File: config.mk
export PLATFORM = sky130hd
export DESIGN_NAME = fclm_seq
export DESIGN_NICKNAME = d
export VERILOG_FILES = /design/src/sv/fclm_pkg.sv /design/src/sv/fclm_seq.sv
export SDC_FILE = /design/constraint.sdc
export NUM_CORES = 1
export LEC_CHECK = 0
export ABC_AREA = 1
export BUFFER_PORTS_ARGS = -buffer_cell sky130_fd_sc_hd__clkbuf_2
export CAP_MARGIN = 20
export CORE_MARGIN = 1
export CORE_UTILIZATION = 50
export DETAILED_ROUTE_END_ITERATION = 7
export PLACE_DENSITY = 0.78
export SYNTH_ARGS = -nofsm -noshare
export SYNTH_HDL_FRONTEND = slang
export SYNTH_SLANG_ARGS = --single-unit
File: constraint.sdc
create_clock -name clk -period 3.17 [get_ports clk]
set_input_delay 0.1585 -clock clk [delete_from_list [all_inputs] [get_ports clk]]
set_output_delay 0.1585 -clock clk [all_outputs]
set_load 0.01 [all_outputs]
File: src/sv/fclm_pkg.sv
// Shared types and constants for the allocation table link manager.
package fclm_pkg;

    localparam int LINKS        = 4096;
    localparam int SECTOR_BYTES = 1024;
    localparam int IDX_W        = $clog2(LINKS);
    localparam int LINK_W       = 16;
    localparam int LBA_W        = 17;
    localparam int CNT_W        = 11;

    localparam logic [7:0] FULL_MARK = 8'hff;

    localparam logic [2:0] CMD_LOAD   = 3'd0;
    localparam logic [2:0] CMD_CHECK  = 3'd1;
    localparam logic [2:0] CMD_ALLOC  = 3'd2;
    localparam logic [2:0] CMD_FOLLOW = 3'd3;
    localparam logic [2:0] CMD_READ   = 3'd4;

    localparam logic [1:0] TAIL_FULL  = 2'd0;

    typedef logic [IDX_W-1:0]  idx_t;
    typedef logic [LINK_W-1:0] link_t;

    typedef struct packed {
        logic  we;
        idx_t  waddr;
        link_t wdata;
        idx_t  raddr;
    } ram_req_t;

    typedef struct packed {
        link_t            link_out;
        logic [LBA_W-1:0] next_lba;
        logic [CNT_W-1:0] byte_count;
        logic             chain_end;
        logic             space_ok;
        logic             bad_address;
    } res_t;

    typedef enum logic [6:0] {
        S_IDLE       = 7'b0000001,
        S_READ       = 7'b0000010,
        S_WALK       = 7'b0000100,
        S_ALLOC      = 7'b0001000,
        S_ALLOC_HEAD = 7'b0010000,
        S_ALLOC_TAIL = 7'b0100000,
        S_FOLLOW     = 7'b1000000
    } state_t;

endpackage

File: src/sv/fclm_seq.sv
// Command sequencer with the shared sector address adder.
module fclm_seq
(
    input  logic                             clk,
    input  logic                             rst_n,
    input  logic                             start,
    output logic                             busy,
    input  logic [7:0]                       fat_sectors,
    input  logic [2:0]                       command,
    input  logic [15:0]                      link_index,
    input  logic [15:0]                      link_value,
    input  logic [15:0]                      block_count,
    input  logic                             is_last,
    input  logic [1:0]                       tail_mode,
    input  logic [16:0]                      sector_lba,
    input  logic [7:0]                       last_byte,
    input  logic [9:0]                       tail_count,
    output fclm_pkg::ram_req_t               ram_req,
    input  fclm_pkg::link_t                  rdata,
    output logic                             done,
    output fclm_pkg::res_t                   res
);

    fclm_pkg::state_t state_reg, state_next;
    fclm_pkg::link_t  cursor_reg, cursor_next;
    fclm_pkg::link_t  work_reg, work_next;
    logic [15:0]      cnt_reg, cnt_next;
    logic [15:0]      step_reg, step_next;
    logic             last_reg, last_next;
    logic [1:0]       mode_reg, mode_next;
    logic [7:0]       lbyte_reg, lbyte_next;
    logic [9:0]       tcnt_reg, tcnt_next;
    logic             done_reg, done_next;
    fclm_pkg::res_t   res_reg, res_next;

    fclm_pkg::link_t  lba_op;
    logic [17:0]      lba_wide;
    logic [16:0]      lba_sum;
    logic [17:0]      fidx;
    logic             fbad;
    logic             accept;
    logic             idx_ok;
    logic             rd_ok;
    logic [15:0]      step_inc;

    assign busy   = (state_reg != fclm_pkg::S_IDLE);
    assign accept = start && !busy;
    assign done   = done_reg;
    assign res    = res_reg;

    // shared adder: link to sector address
    assign lba_op   = (state_reg == fclm_pkg::S_ALLOC_TAIL) ? work_reg : rdata;
    assign lba_wide = 18'(lba_op) + 18'(fat_sectors) + 18'h1ffff;
    assign lba_sum  = lba_wide[16:0];

    assign fidx     = 18'(sector_lba) + 18'd1 - 18'(fat_sectors);
    assign fbad     = (sector_lba < 17'(fat_sectors)) || (fidx >= 18'(fclm_pkg::LINKS));
    assign idx_ok   = (17'(link_index) < 17'(fclm_pkg::LINKS));
    assign rd_ok    = (17'(rdata) < 17'(fclm_pkg::LINKS));
    assign step_inc = step_reg + 16'd1;

    always_comb
    begin
        state_next  = state_reg;
        cursor_next = cursor_reg;
        work_next   = work_reg;
        cnt_next    = cnt_reg;
        step_next   = step_reg;
        last_next   = last_reg;
        mode_next   = mode_reg;
        lbyte_next  = lbyte_reg;
        tcnt_next   = tcnt_reg;
        done_next   = 1'b0;
        res_next    = '0;
        ram_req     = '0;

        unique case (state_reg)
            fclm_pkg::S_IDLE:
            begin
                if (accept)
                begin
                    unique case (command)
                        fclm_pkg::CMD_LOAD:
                        begin
                            ram_req.we    = idx_ok;
                            ram_req.waddr = link_index[fclm_pkg::IDX_W-1:0];
                            ram_req.wdata = link_value;
                            done_next     = 1'b1;
                        end
                        fclm_pkg::CMD_CHECK:
                        begin
                            if (block_count == 16'd0)
                            begin
                                res_next.space_ok = 1'b1;
                                done_next         = 1'b1;
                            end
                            else
                            begin
                                ram_req.raddr = '0;
                                cnt_next      = block_count;
                                step_next     = '0;
                                state_next    = fclm_pkg::S_WALK;
                            end
                        end
                        fclm_pkg::CMD_ALLOC:
                        begin
                            ram_req.raddr = cursor_reg[fclm_pkg::IDX_W-1:0];
                            last_next     = is_last;
                            mode_next     = tail_mode;
                            state_next    = fclm_pkg::S_ALLOC;
                        end
                        fclm_pkg::CMD_FOLLOW:
                        begin
                            if (fbad)
                            begin
                                res_next.bad_address = 1'b1;
                                res_next.chain_end   = 1'b1;
                                done_next            = 1'b1;
                            end
                            else
                            begin
                                ram_req.raddr = fidx[fclm_pkg::IDX_W-1:0];
                                work_next     = fidx[15:0];
                                lbyte_next    = last_byte;
                                tcnt_next     = tail_count;
                                state_next    = fclm_pkg::S_FOLLOW;
                            end
                        end
                        fclm_pkg::CMD_READ:
                        begin
                            if (idx_ok)
                            begin
                                ram_req.raddr = link_index[fclm_pkg::IDX_W-1:0];
                                state_next    = fclm_pkg::S_READ;
                            end
                            else
                            begin
                                done_next = 1'b1;
                            end
                        end
                        default:
                        begin
                            done_next = 1'b1;
                        end
                    endcase
                end
            end
            fclm_pkg::S_READ:
            begin
                res_next.link_out = rdata;
                done_next         = 1'b1;
                state_next        = fclm_pkg::S_IDLE;
            end
            fclm_pkg::S_WALK:
            begin
                priority if (rdata == '0)
                begin
                    done_next  = 1'b1;
                    state_next = fclm_pkg::S_IDLE;
                end
                else if (step_inc == cnt_reg)
                begin
                    res_next.space_ok = 1'b1;
                    done_next         = 1'b1;
                    state_next        = fclm_pkg::S_IDLE;
                end
                else if (!rd_ok)
                begin
                    done_next  = 1'b1;
                    state_next = fclm_pkg::S_IDLE;
                end
                else
                begin
                    ram_req.raddr = rdata[fclm_pkg::IDX_W-1:0];
                    step_next     = step_inc;
                end
            end
            fclm_pkg::S_ALLOC:
            begin
                priority if (rdata == '0 || !rd_ok)
                begin
                    res_next.bad_address = 1'b1;
                    done_next            = 1'b1;
                    state_next           = fclm_pkg::S_IDLE;
                end
                else if (!last_reg)
                begin
                    res_next.next_lba = lba_sum;
                    cursor_next       = rdata;
                    done_next         = 1'b1;
                    state_next        = fclm_pkg::S_IDLE;
                end
                else
                begin
                    work_next     = rdata;
                    ram_req.raddr = rdata[fclm_pkg::IDX_W-1:0];
                    state_next    = fclm_pkg::S_ALLOC_HEAD;
                end
            end
            fclm_pkg::S_ALLOC_HEAD:
            begin
                // free head takes the popped block's successor
                ram_req.we    = 1'b1;
                ram_req.waddr = '0;
                ram_req.wdata = rdata;
                state_next    = fclm_pkg::S_ALLOC_TAIL;
            end
            fclm_pkg::S_ALLOC_TAIL:
            begin
                ram_req.we        = 1'b1;
                ram_req.waddr     = work_reg[fclm_pkg::IDX_W-1:0];
                ram_req.wdata     = (mode_reg == fclm_pkg::TAIL_FULL) ? '0 : work_reg;
                cursor_next       = '0;
                res_next.next_lba = lba_sum;
                done_next         = 1'b1;
                state_next        = fclm_pkg::S_IDLE;
            end
            fclm_pkg::S_FOLLOW:
            begin
                priority if (rdata == work_reg)
                begin
                    res_next.chain_end = 1'b1;
                    if (lbyte_reg == fclm_pkg::FULL_MARK)
                    begin
                        res_next.byte_count = 11'(fclm_pkg::SECTOR_BYTES - 1);
                    end
                    else if (11'(tcnt_reg) > 11'(fclm_pkg::SECTOR_BYTES))
                    begin
                        res_next.byte_count = 11'(fclm_pkg::SECTOR_BYTES);
                    end
                    else
                    begin
                        res_next.byte_count = 11'(tcnt_reg);
                    end
                end
                else if (rdata == '0)
                begin
                    res_next.chain_end  = 1'b1;
                    res_next.byte_count = 11'(fclm_pkg::SECTOR_BYTES);
                end
                else
                begin
                    res_next.next_lba   = lba_sum;
                    res_next.byte_count = 11'(fclm_pkg::SECTOR_BYTES);
                end
                done_next  = 1'b1;
                state_next = fclm_pkg::S_IDLE;
            end
            default:
            begin
                state_next = fclm_pkg::S_IDLE;
            end
        endcase
    end

    always_ff @(posedge clk or negedge rst_n)
    begin
        if (!rst_n)
        begin
            state_reg  <= fclm_pkg::S_IDLE;
            cursor_reg <= '0;
            done_reg   <= 1'b0;
        end
        else
        begin
            state_reg  <= state_next;
            cursor_reg <= cursor_next;
            done_reg   <= done_next;
        end
    end

    always_ff @(posedge clk)
    begin
        work_reg  <= work_next;
        cnt_reg   <= cnt_next;
        step_reg  <= step_next;
        last_reg  <= last_next;
        mode_reg  <= mode_next;
        lbyte_reg <= lbyte_next;
        tcnt_reg  <= tcnt_next;
        res_reg   <= res_next;
    end

endmodule

; ---- After elaboration in Yosys (flattened, before gate mapping)
; Cells that the tools add are included.
; W data, S select, Z words.
[word_totals]
register_bits = 136
in_bits = 116
out_inout_bits = 90
elab_cells = 151
[op_classes]
addsub = 5
n_lt_le_gt_ge = 5
eq_ne = 31
muxes = 70
bitwise_logic = 2
n_reduce_logical = 21
[ops]
columns = operator, count
row1 = $mux W16, 13
row2 = $mux W12, 10
row3 = $pmux W29 S3, 1
row4 = $pmux W12 S3, 2
row5 = $mux W17, 4
row6 = $pmux W16 S2, 2
row7 = $mux W7, 8
row8 = $pmux W7 S4, 2
row9 = $pmux W17 S3, 1
row10 = $mux W41, 1
row11 = $eq A16 B16 Y1, 2
row12 = $logic_not A16 Y1, 2
row13 = $lt A16 B13 Y1 const B, 2
row14 = $mux W29, 1
row15 = $pmux W12 S2, 1
row16 = $mux W11, 2
row17 = $add A17 B1 Y18 const B, 1
row18 = $ge A18 B13 Y1 const B, 1
row19 = $ne A2 B2 Y1 const B, 9
row20 = $sub A18 B8 Y18, 1
row21 = $add A16 B8 Y17, 1
row22 = $add A17 B17 Y17 const B, 1
row23 = $lt A17 B8 Y1, 1
row24 = $add A16 B1 Y16 const B, 1
row25 = other kinds (35), 64

; ---- Depth between registers and ports, before layout
; Gate-level depths: netlist of run 1.
[logic_depth]
depth_word = 8
ltp_mapped = 23
ltp_nobuf = 22

; ---- Worst setup path after synthesis of run 1
; Ideal clock, no wire load.
[synth_path]
path_kind = input-to-reg
from = input port fat_sectors[3]
to = register lbyte_reg[0] (enable)
setup_ns = 0.416
arrival_ns = 3.236
t_required_ns = 2.754
path_slack_ns = -0.482
cell_stages = 17
path_buffers = 1
cell_sequence = inv_1 ha_1 inv_1 fa_1 inv_1 a21oi_1 nand2_2 nand2_1 nand2_1 nand2_1 nand2_1 nand2_1 nand2_1 nor2_1 nand3_2 buf_6 nor3_1
[synth_between]
elab_chain_cells = 5
word_cells_on_any_way = 6
cone_classes = add/sub (1) / order compare (2) / bitwise (1) / reduce/logical (2)
[synth_rtl]
columns = element, line_no
row1 = start: declaration, fclm_seq.sv:8  ; input logic [7:0] fat_sectors,
row2 = $sub A18 B8 Y18, fclm_seq.sv:56  ; assign fidx = 18'(sector_lba) + 18'd1 - 18'(fat_sectors);
row3 = $ge A18 B13 Y1, fclm_seq.sv:57  ; assign fbad = (sector_lba < 17'(fat_sectors)) || (fidx >= 18'(fclm_pkg::LINKS));
row4 = $logic_or A1 B1 Y1 (*), fclm_seq.sv:57
row5 = $not A1 Y1 (no source line) (*), -
row6 = $reduce_and A4 Y1 (no source line) (*), -
row7 = end signal: assignment, fclm_seq.sv:279  ; lbyte_reg <= lbyte_next;
row8 = end: declaration, fclm_seq.sv:31  ; logic [7:0] lbyte_reg, lbyte_next;
; Every way passes the cells marked *; elsewhere a longest branch is shown, timed or not.
; A chain may end at the register's enable or synchronous reset.

==> flow_metrics.tcl, run 1 <==
set metrics [dict create \
    status "completed" \
    max_stage_delay_ns 0.41 \
    route.detailed.drc 0 \
    ys_ff_latch 136 \
    cp_slowest_cell "fa_2" \
    crit_chain "nor2_2 -> inv_2 -> nor2_4 -> nand2_4 -> inv_8 -> buf_12 -> nand2_2 -> o21a_1 -> ha_4 -> inv_2 -> ha_4 -> fa_2 -> a21oi_2 -> o21ai_2 -> nand2_1 -> nand2_1 -> nand2_1 -> nand2_2 -> nand4_1 -> o2111ai_2 -> nor2_1 -> nor2_1" \
    synthCells 1172 \
    die_h_um 135.0 \
    vias 9217 \
    cts_max_level 4 \
    dp_cells 1627 \
    synth_edf_count 69 \
    clkPwrFrac_pct 38.8 \
    place_hpwl_um 20590 \
    die_x_um 135.0 \
    cts-buffers-inserted 17 \
    clk_path_buf_depth 2 \
    multiInputGateArea_um2 4563 \
    root_buffer "clkbuf_16" \
    ff2ff_path_depth 22 \
    portBuffers 205 \
    timing.rr.end "res[29]" \
    overflow 0 \
    p_leak_nw 5.987 \
    die_area_um2 18210 \
    r2r-start "state_reg[1]" \
    tightest_slew_ns 0.6718 \
    crit_path_end_kind "flip-flop" \
    seq_power_share_pct 38.5 \
    regArea_um2 3515 \
    antenna_found_initial 0 \
    slew_headroom_pct 55.08 \
    cts.sinks 136 \
    startpoint "state_reg[1]" \
    fin_nets 1645 \
    hold_class "input pin to flip-flop" \
    routed_wirelength_um 28360 \
    synthArstFlopShare_pct 14.71 \
    wire_per_inst_um 16.60 \
    drive_above_1_share_pct 24.48 \
    grt_pass1_vias 8495 \
    synthDistinctLibCells 49 \
    tns_ns 0 \
    cp_common_cell "nand2_1" \
    avgSynthCellArea_um2 7.541 \
    crit_fanout 7 \
    setup_violations 0 \
    stdcell_count 1708 \
    syn2layout_area_growth_pct 32.76 \
    io_pins 206 \
    synth_area_leader_cell "edfxtp_1" \
    nFillCells 1378 \
    finalMaxSlewViolations 0 \
    drv_cap 0 \
    gp_congestion 0.9794 \
    finalClockSkew_ns 0.01047 \
    dr.pass1.iters 7 \
    cell_internal_pwr_mw 3.544 \
    antennaDiodeCount 0 \
    powerDensity_nw_per_um2 432.7 \
    largest_reg_flops 47 \
    cp-start-kind "flip-flop" \
    critical_path_class "flip-flop to flip-flop" \
    comb_power_share_pct 22.7 \
    crit_required_ns 3.50 \
    ys_warn_count 0 \
    grt_max_degree 30 \
    clock_latency_ns 0.42 \
    hold_viol_final 0 \
    ys_top_cells_by_area "edfxtp_1, nand2_1, dfxtp_1" \
    synth_ff_type "edfxtp_1" \
    row_count 48 \
    syn_nets 1347 \
    crit_path_end "res[29]" \
    yosysTopAreaCellShare_pct 23.44 \
    start_util_pct 51.10 \
    post-route-min-period_ns 3.143 \
    netlist_area_um2 8838 \
    period_share_pct 99.15 \
    postLayoutCoreUtil_pct 67.84 \
    grt_pass1_wl_um 42850 \
    p_sw_share_pct 30.20 \
    groute.usage.overall_pct 30.85 \
    r2r_setup_slack_ns 0.03 \
    ant_nets 0 \
    clk_pin_slew_ns 0.07 \
    timing.fmax_mhz 318.1 \
    post_drt_via_cell_ratio 5.396 \
    cts_tree "yes" \
    ys_seq_area_share_pct 39.77 \
    p_sw_mw 1.533 \
    arrival_ns 3.47 \
    drtIter0Drc 888 \
    core_region_area_um2 17300 \
    rsz0062_at_grt "yes" \
    irDropWorstVdd_mv 0.5185 \
]
==> worst min-delay path by stage <==
stage                               end  slack (ns)  depth (start not counted)  startpoint
after detailed placement           done        0.17                          1       rst_n
after global placement             done        0.17                          1       rst_n
final                           res[39]        0.08                          3    rdata[8]
after global routing            res[39]        0.10                          3    rdata[8]
after floorplan           cursor_reg[0]       -0.14                          0       rst_n
after CTS                       res[39]        0.06                          3    rdata[8]
==> power groups by stage <==
| stage | clock (mW) | sequential (mW) | combinational, mW |
|---|---|---|---|
| after floorplan | 0 | 1.99 | 0.600 |
| final | 1.97 | 1.96 | 1.15 |
| after global routing | 2.05 | 1.96 | 1.26 |
| after CTS | 1.97 | 1.95 | 1.05 |
| after detailed placement | 0 | 1.99 | 0.988 |
| after global placement | 0 | 1.99 | 0.967 |
==> cell usage after synthesis, drive strengths merged (3+ instances only) <==
cell type  instances
nand2            301
nor3              17
and2               4
o21ai             63
dfxtp             47
a31oi              4
nor4               8
ha                56
a21oi             53
nand3b             4
a22oi             12
fa                 3
dfrtp             19
xor2              18
o21a              11
clkbuf            13
nand3             41
nor2             104
inv              227
edfxtp            69
o221ai            16
o31ai              8
o21bai             6
nand4             26
xnor2             18
buf               10
==> per-stage QoR <==
step	cell area [µm²]	hold slack (ns)	power (mW)	setup WS, ns
after floorplan	8860	-0.1371	2.589	0.02740
final	11730	0.07980	5.077	0.02682
after global routing	11730	0.1049	5.270	-0.09721
after global placement	10450	0.1671	2.954	0.05151
after CTS	11470	0.06385	4.970	0.01782
after detailed placement	10450	0.1693	2.975	-0.1427
==> cell families (layout without fill, tap and decap cells) <==
family                   count (synthesis)  count (layout)  synth area share (%)
AO/OA/AOI/OAI                          178             178                 12.02
XOR/XNOR                                37              37                 3.836
adder cells (fa/ha/maj)                 59              59                 8.607
buffers and inverters                  252             563                 11.03
flip-flops                             136             136                 39.77
AND/OR/NAND/NOR                        510             510                 24.75
==> critical path, delay by kind of cell (launching register included) <==
family	cells	cell delay, ns
buffers and inverters	4	0.32
flip-flops	1	0.40
AND/OR/NAND/NOR	11	0.96
AO/OA/AOI/OAI	4	0.55
adder cells (fa/ha/maj)	3	0.83
==> placed cells by master, fill, tap and decap left out, types with 4 or more instances in the layout <==
master         count
inv_2             10
a21oi_1           50
nand3_1           40
clkbuf_2         205
nand2_2           10
inv_6              4
o21ai_0           50
inv_1            216
edfxtp_1          69
o21ai_1           11
a22oi_1           12
nor4_1             5
clkbuf_16         18
nor3_1            11
nor3_2             6
o31ai_1            8
nand2_1          288
ha_1              47
dlygate4sd3_1     38
ha_4               7
o21a_1            11
a31oi_1            4
nor2_2             7
o21bai_1           6
nand4_1           26
dfrtp_1           19
nor2_1            94
o221ai_1          16
xor2_1            18
xnor2_1           17
nand3b_1           4
buf_4             53
dfxtp_1           47
==> cell type report <==
class | count | area share [%]
Clock inverter | 11 | 0.9277
Multi-Input combinational cell | 784 | 38.89
Timing Repair Buffer | 302 | 16.43
Sequential cell | 136 | 29.95
Inverter | 229 | 7.390
Clock buffer | 21 | 4.009
Tap cell | 225 | 2.399
==> repair_timing <==
action                                 CTS  global route
pin swaps                                0            23
endpoints found under the hold margin   56             0
gates cloned                             1             1
gates resized for setup                  8            52
hold buffers                            38             0
setup endpoints to repair                6            21
buffers inserted                         0             9
==> metal layers <==
layer  share of wire, %  track usage (%)  up-vias
met5                  0                0        -
met4                3.8            13.11        0
met3                9.3            7.920       77
met2                 47            50.37      485
met1                 40            38.64     4263
li1                   -                -     4392
Power figures use the tool's default switching activity.
==> run 2, diff against run 1 <==
Settings changed: GPL_TIMING_DRIVEN set to 0.
==> run 2 against run 1 <==
Against the previous run:
- the flow now finishes with violations (negative setup slack)
- sequential power barely moved
- cell count barely moved
- critical path depth rose by 1
- largest power group is now registers
- largest cell class unchanged
- utilization rose by 0.71 points
- critical path type unchanged
- non-clock buffer count rose by 1
- worst hold slack improved by 0.011 ns
- maximum frequency fell by 5.7%
- clock skew rose by 0.0030 ns
- cell area rose by 1.0%
- die area did not move
- global-route usage rose by 0.47 points
==> flow_metrics.tcl, run 2 (synthesis results as in run 1) <==
set metrics [dict create \
    clk_pin_slew_ns 0.06 \
    io_pins 206 \
    tns_ns -0.3677 \
    grt_pass1_wl_um 43590 \
    cts_max_level 4 \
    clk_path_buf_depth 2 \
    nFillCells 1349 \
    grt_max_degree 21 \
    slew_headroom_pct 38.81 \
    die_area_um2 18210 \
    groute.usage.overall_pct 31.32 \
    route.detailed.drc 0 \
    vias 9410 \
    hold_viol_final 0 \
    root_buffer "clkbuf_16" \
    fin_ws_ns -0.1647 \
    violations "negative setup slack" \
    critical_path_class "flip-flop to flip-flop" \
    p_leak_nw 5.966 \
    stdcell_area_um2 11860 \
    cp-start-kind "flip-flop" \
    drv_cap 0 \
    irDropWorstVdd_mv 0.3975 \
    antenna_found_initial 2 \
    drive_above_1_share_pct 25.61 \
    grt_pass1_vias 8615 \
    syn2layout_area_growth_pct 34.15 \
    largest_reg_flops 47 \
    finalPower_mw 5.096 \
    start_util_pct 51.10 \
    wire_per_inst_um 17.51 \
    row_count 48 \
    crit_required_ns 3.53 \
    routed_wirelength_um 29930 \
    tightest_slew_ns 0.9144 \
    crit_fanout 6 \
    setup_violations 4 \
    die_h_um 135.0 \
    fin_nets 1646 \
    die_x_um 135.0 \
    overflow 0 \
    gp_congestion 0.9908 \
    finalClockSkew_ns 0.01342 \
    final_cell_mix "nand2_1, inv_1, clkbuf_2" \
    powerDensity_nw_per_um2 429.8 \
    cts.sinks 136 \
    core_region_area_um2 17300 \
    clock_latency_ns 0.43 \
    hold_class "input pin to flip-flop" \
    ant_nets 0 \
    portBuffers 205 \
    post_drt_via_cell_ratio 5.506 \
    dpl_cell_area_um2 10210 \
    rsz0062_at_grt "yes" \
    cts_tree "yes" \
    status "finished with violations" \
    antennaDiodeCount 0 \
    period_share_pct 105.2 \
    cts-buffers-inserted 17 \
    arrival_ns 3.69 \
    crit_path_end_kind "flip-flop" \
    finalMaxSlewViolations 0 \
    timing.fmax_mhz 299.9 \
    dr.pass1.iters 8 \
    place_hpwl_um 21190 \
    final_common_cell "nand2_1" \
    postLayoutCoreUtil_pct 68.55 \
    post-route-min-period_ns 3.335 \
    holdWs_ns 0.09128 \
    drtIter0Drc 940 \
]
==> run 2: worst paths after layout <==
kind,from,to,slack (ns),cells past startpoint
hold / removal,command[0],state_reg[1],0.09,4
max in group asynchronous,rst_n,cursor_reg[2],2.52,2
min in group asynchronous,rst_n,state_reg[2],0.28,2
setup / recovery,state_reg[3],res[30],-0.16,23
hold reg to reg,tcnt_reg[8],res[11],0.48,2
setup reg to reg,state_reg[3],res[30],-0.16,23
==> run 2: power by group <==
| group | total, mW | internal (mW) | switching, mW |
|---|---|---|---|
| Sequential | 1.96 | 1.92 | 0.0349 |
| Combinational | 1.18 | 0.465 | 0.717 |
| Clock | 1.96 | 1.12 | 0.836 |
| Total | 5.10 | 3.51 | 1.59 |
==> run 2: metrics by stage <==
step                std cells  worst slack (ns)
CTS                      1684         -0.007215
finish                   1709           -0.1647
global route             1709           -0.2337
floorplan                1172           0.02740
detailed placement       1606           -0.6852
global placement         1602           -0.7791
==> run 2: repair_timing <==
item / 4_1_cts / 5_1_grt
pin swaps: 12 / 31
resized for setup: 44 / 64
buffers inserted: 8 / 23
cloned: 0 / 2
hold buffers: 38 / 0
setup endpoints to repair: 22 / 64
endpoints found under the hold margin: 56 / 0
==> run 2: final cells by class <==
cell class / count / area, µm² / area share (%)
Inverter: 229 / 868.3 / 7.324
Clock buffer: 18 / 439.2 / 3.704
Multi-Input combinational cell: 784 / 4715 / 39.76
Tap cell: 225 / 281.5 / 2.374
Buffer: 23 / 161.4 / 1.361
Timing Repair Buffer: 280 / 1738 / 14.66
Sequential cell: 136 / 3515 / 29.64
Clock inverter: 14 / 138.9 / 1.171
==> run 2: layer usage <==
metal | routed length [µm] | global-route usage (%) | share of wire (%) | vias up
li1 | - | - | - | 4390
met1 | 11500 | 38.79 | 38 | 4299
met2 | 13820 | 51.37 | 46 | 577
met3 | 2871 | 6.832 | 9.6 | 140
met4 | 1711 | 15.86 | 5.7 | 4
met5 | 31 | 0 | 0.10 | -
==> run 2: critical path, stage by stage, from the launching register on <==
cell and delay, ns:
dfrtp_1 0.41, nor2_2 0.18, inv_2 0.07, nor2_4 0.14, nand2_4 0.07, inv_4 0.08
clkbuf_16 0.17, nand2_8 0.06, o21a_1 0.13, ha_1 0.31, inv_2 0.05, ha_4 0.29
nand2_4 0.06, nor3_4 0.20, nand2_2 0.09, o211ai_1 0.12, nand2_1 0.12, nand2_2 0.10
nand2_2 0.08, nand2_4 0.10, inv_4 0.04, o21ai_2 0.16, o21ai_1 0.08, a21oi_1 0.13
==> run 3, diff against run 2 <==
Settings changed: MAX_ROUTING_LAYER set to met4.
==> run 3 against run 2 <==
Against the previous run:
- the flow still finishes with violations (negative setup slack)
- largest power group unchanged
- total power shrank 1.2%
- critical endpoint is now res[29]
- critical path type unchanged
- count of clock-buffer cells in the layout rose by 2
- largest cell class unchanged
- highest routed layer is now met4
- routed wire length shrank 5.3%
- cell count is the same
- clock skew up 0.0037 ns
- maximum frequency rose by 3.7%
- worst hold slack got worse by 0.019 ns
- utilization is 0.65 points lower
- die area stayed put
- non-clock buffer count down 2
- register-to-register slack better by 0.12 ns
==> flow_metrics.tcl, run 3 (synthesis results as in run 1) <==
set metrics [dict create \
    grt_pass1_vias 8412 \
    final_cell_mix "nand2_1, inv_1, clkbuf_2" \
    vias 9125 \
    nFillCells 1396 \
    wl_met2_um 13080 \
    irDropWorstVdd_mv 0.4334 \
    rsz0062_at_grt "yes" \
    syn2layout_area_growth_pct 32.87 \
    post-route-min-period_ns 3.215 \
    period_share_pct 101.4 \
    route.detailed.drc 0 \
    crit_required_ns 3.53 \
    clk_pin_slew_ns 0.06 \
    route.met3.wl_um 2287 \
    final_common_cell "nand2_1" \
    hold_start "command[0]" \
    root_buffer "clkbuf_16" \
    row_count 48 \
    routed_wirelength_um 28350 \
    place_hpwl_um 20830 \
    pre_cts_ws_ns -0.6058 \
    portBuffers 205 \
    die_h_um 135.0 \
    cts_tree "yes" \
    grt_max_degree 21 \
    groute.usage.overall_pct 31.64 \
    finalPower_mw 5.035 \
    startpoint "state_reg[0]" \
    crit_fanout 7 \
    post_drt_via_cell_ratio 5.339 \
    io_pins 206 \
    antenna_found_initial 2 \
    violations "negative setup slack" \
    highest-signal-layer "met4" \
    cts-buffers-inserted 17 \
    critical_path_class "flip-flop to flip-flop" \
    hold_class "input pin to flip-flop" \
    min_to "state_reg[1]" \
    drv_cap 0 \
    die_area_um2 18210 \
    tightest_slew_ns 0.7714 \
    wire_per_inst_um 16.59 \
    die_x_um 135.0 \
    setup_violations 3 \
    slew_headroom_pct 48.39 \
    arrival_ns 3.58 \
    status "finished with violations" \
    gp_congestion 1.024 \
    cts.sinks 136 \
    tns_ns -0.08976 \
    stdcell_count 1709 \
    timing.fmax_mhz 311.1 \
    ant_nets 0 \
    dr.pass1.iters 6 \
    r2r_setup_slack_ns -0.04 \
    finalClockSkew_ns 0.01711 \
    hold_viol_final 0 \
    ff2ff_path_depth 23 \
    core_region_area_um2 17300 \
    drtIter0Drc 879 \
    fin_nets 1644 \
    overflow 0 \
    grt_pass1_wl_um 42550 \
    clk_path_buf_depth 2 \
    cts_max_level 4 \
    m1WireLength_um 11570 \
    dp_cells 1606 \
    crit_path_end_kind "flip-flop" \
    p_leak_nw 5.946 \
    cp-start-kind "flip-flop" \
    start_util_pct 51.10 \
    fin_ws_ns -0.04491 \
    powerDensity_nw_per_um2 428.7 \
    drive_above_1_share_pct 24.49 \
    finalMaxSlewViolations 0 \
    hold_depth 4 \
    largest_reg_flops 47 \
    r2r-start "state_reg[0]" \
    timing.rr.end "res[29]" \
    clock_latency_ns 0.43 \
]
-- run 3: cell count changes in the layout (fill, tap and decap cells not counted), moves of 3 or more --
cell,change
ha_4,-3
nand2_2,+6
inv_1,+6
o21ai_0,+4
o21ai_1,-4
ha_1,+8
ha_2,-5
inv_2,-5
-- run 3: metrics by stage --
step / util [%] / cell area [µm²] / hold WS, ns
finish: 67.90 / 11740 / 0.07243
global route: 67.90 / 11740 / 0.09007
CTS: 65.91 / 11400 / 0.06304
detailed placement: 59.04 / 10210 / 0.1572
global placement: 58.78 / 10170 / 0.1528
floorplan: - / 8860 / -0.1371
-- run 3: routing by layer --
layer	GRT usage, %	vias up
li1	-	4400
met1	38.97	4162
met2	49.48	459
met3	5.480	104
met4	17.17	0
met5	-	-
-- run 3: repair_timing --
action | in CTS | in global routing
buffers inserted | 10 | 19
hold endpoints to repair | 56 | 0
gates resized for setup | 39 | 44
setup endpoints to repair | 21 | 70
cloned | 0 | 2
pin swaps | 12 | 21
hold buffers | 38 | 0
-- run 3: cell type report --
type | instances | area, µm² | share of cell area, %
Antenna cell | 2 | 5.005 | 0.04262
Buffer | 23 | 151.4 | 1.289
Clock buffer | 20 | 467.9 | 3.985
Clock inverter | 12 | 113.9 | 0.9695
Inverter | 229 | 865.8 | 7.373
Multi-Input combinational cell | 784 | 4624 | 39.38
Sequential cell | 136 | 3515 | 29.93
Tap cell | 225 | 281.5 | 2.397
Timing Repair Buffer | 278 | 1719 | 14.64
-- run 3: critical path, cell delays in order (launching register included) --
cell and delay (ns):
dfstp_2 0.53, nor2_2 0.05, inv_2 0.07, nor2_4 0.05, nand2_4 0.07, inv_4 0.05
buf_8 0.14, buf_8 0.13, o21a_1 0.21, ha_1 0.30, inv_2 0.04, ha_4 0.16
fa_2 0.40, a21oi_2 0.15, o21ai_2 0.08, nand2_1 0.08, nand2_1 0.05, nand2_1 0.07
nand2_2 0.06, nand4_1 0.08, o2111ai_2 0.13, nand2_1 0.09, nand2_1 0.05, nor2_1 0.11
-- run 3: power by group --
group / switching, mW / internal (mW) / total (mW) / leakage, nW
combinational: 0.691 / 0.454 / 1.15 / 4.39
sequential: 0.0330 / 1.92 / 1.96 / 1.28
clock: 0.782 / 1.15 / 1.93 / 0.276
-- run 3: how the worst max path moves through the flow --
stage / slack (ns) / endpoint / depth (start not counted)
final: -0.04 / res[29] / 23
after floorplan: 0.03 / res[27] / 20
after global placement: -0.84 / work_reg[12] / 18
after CTS: -0.003 / res[30] / 23
after detailed placement: -0.61 / res[30] / 23
after global routing: -0.19 / res[28] / 23
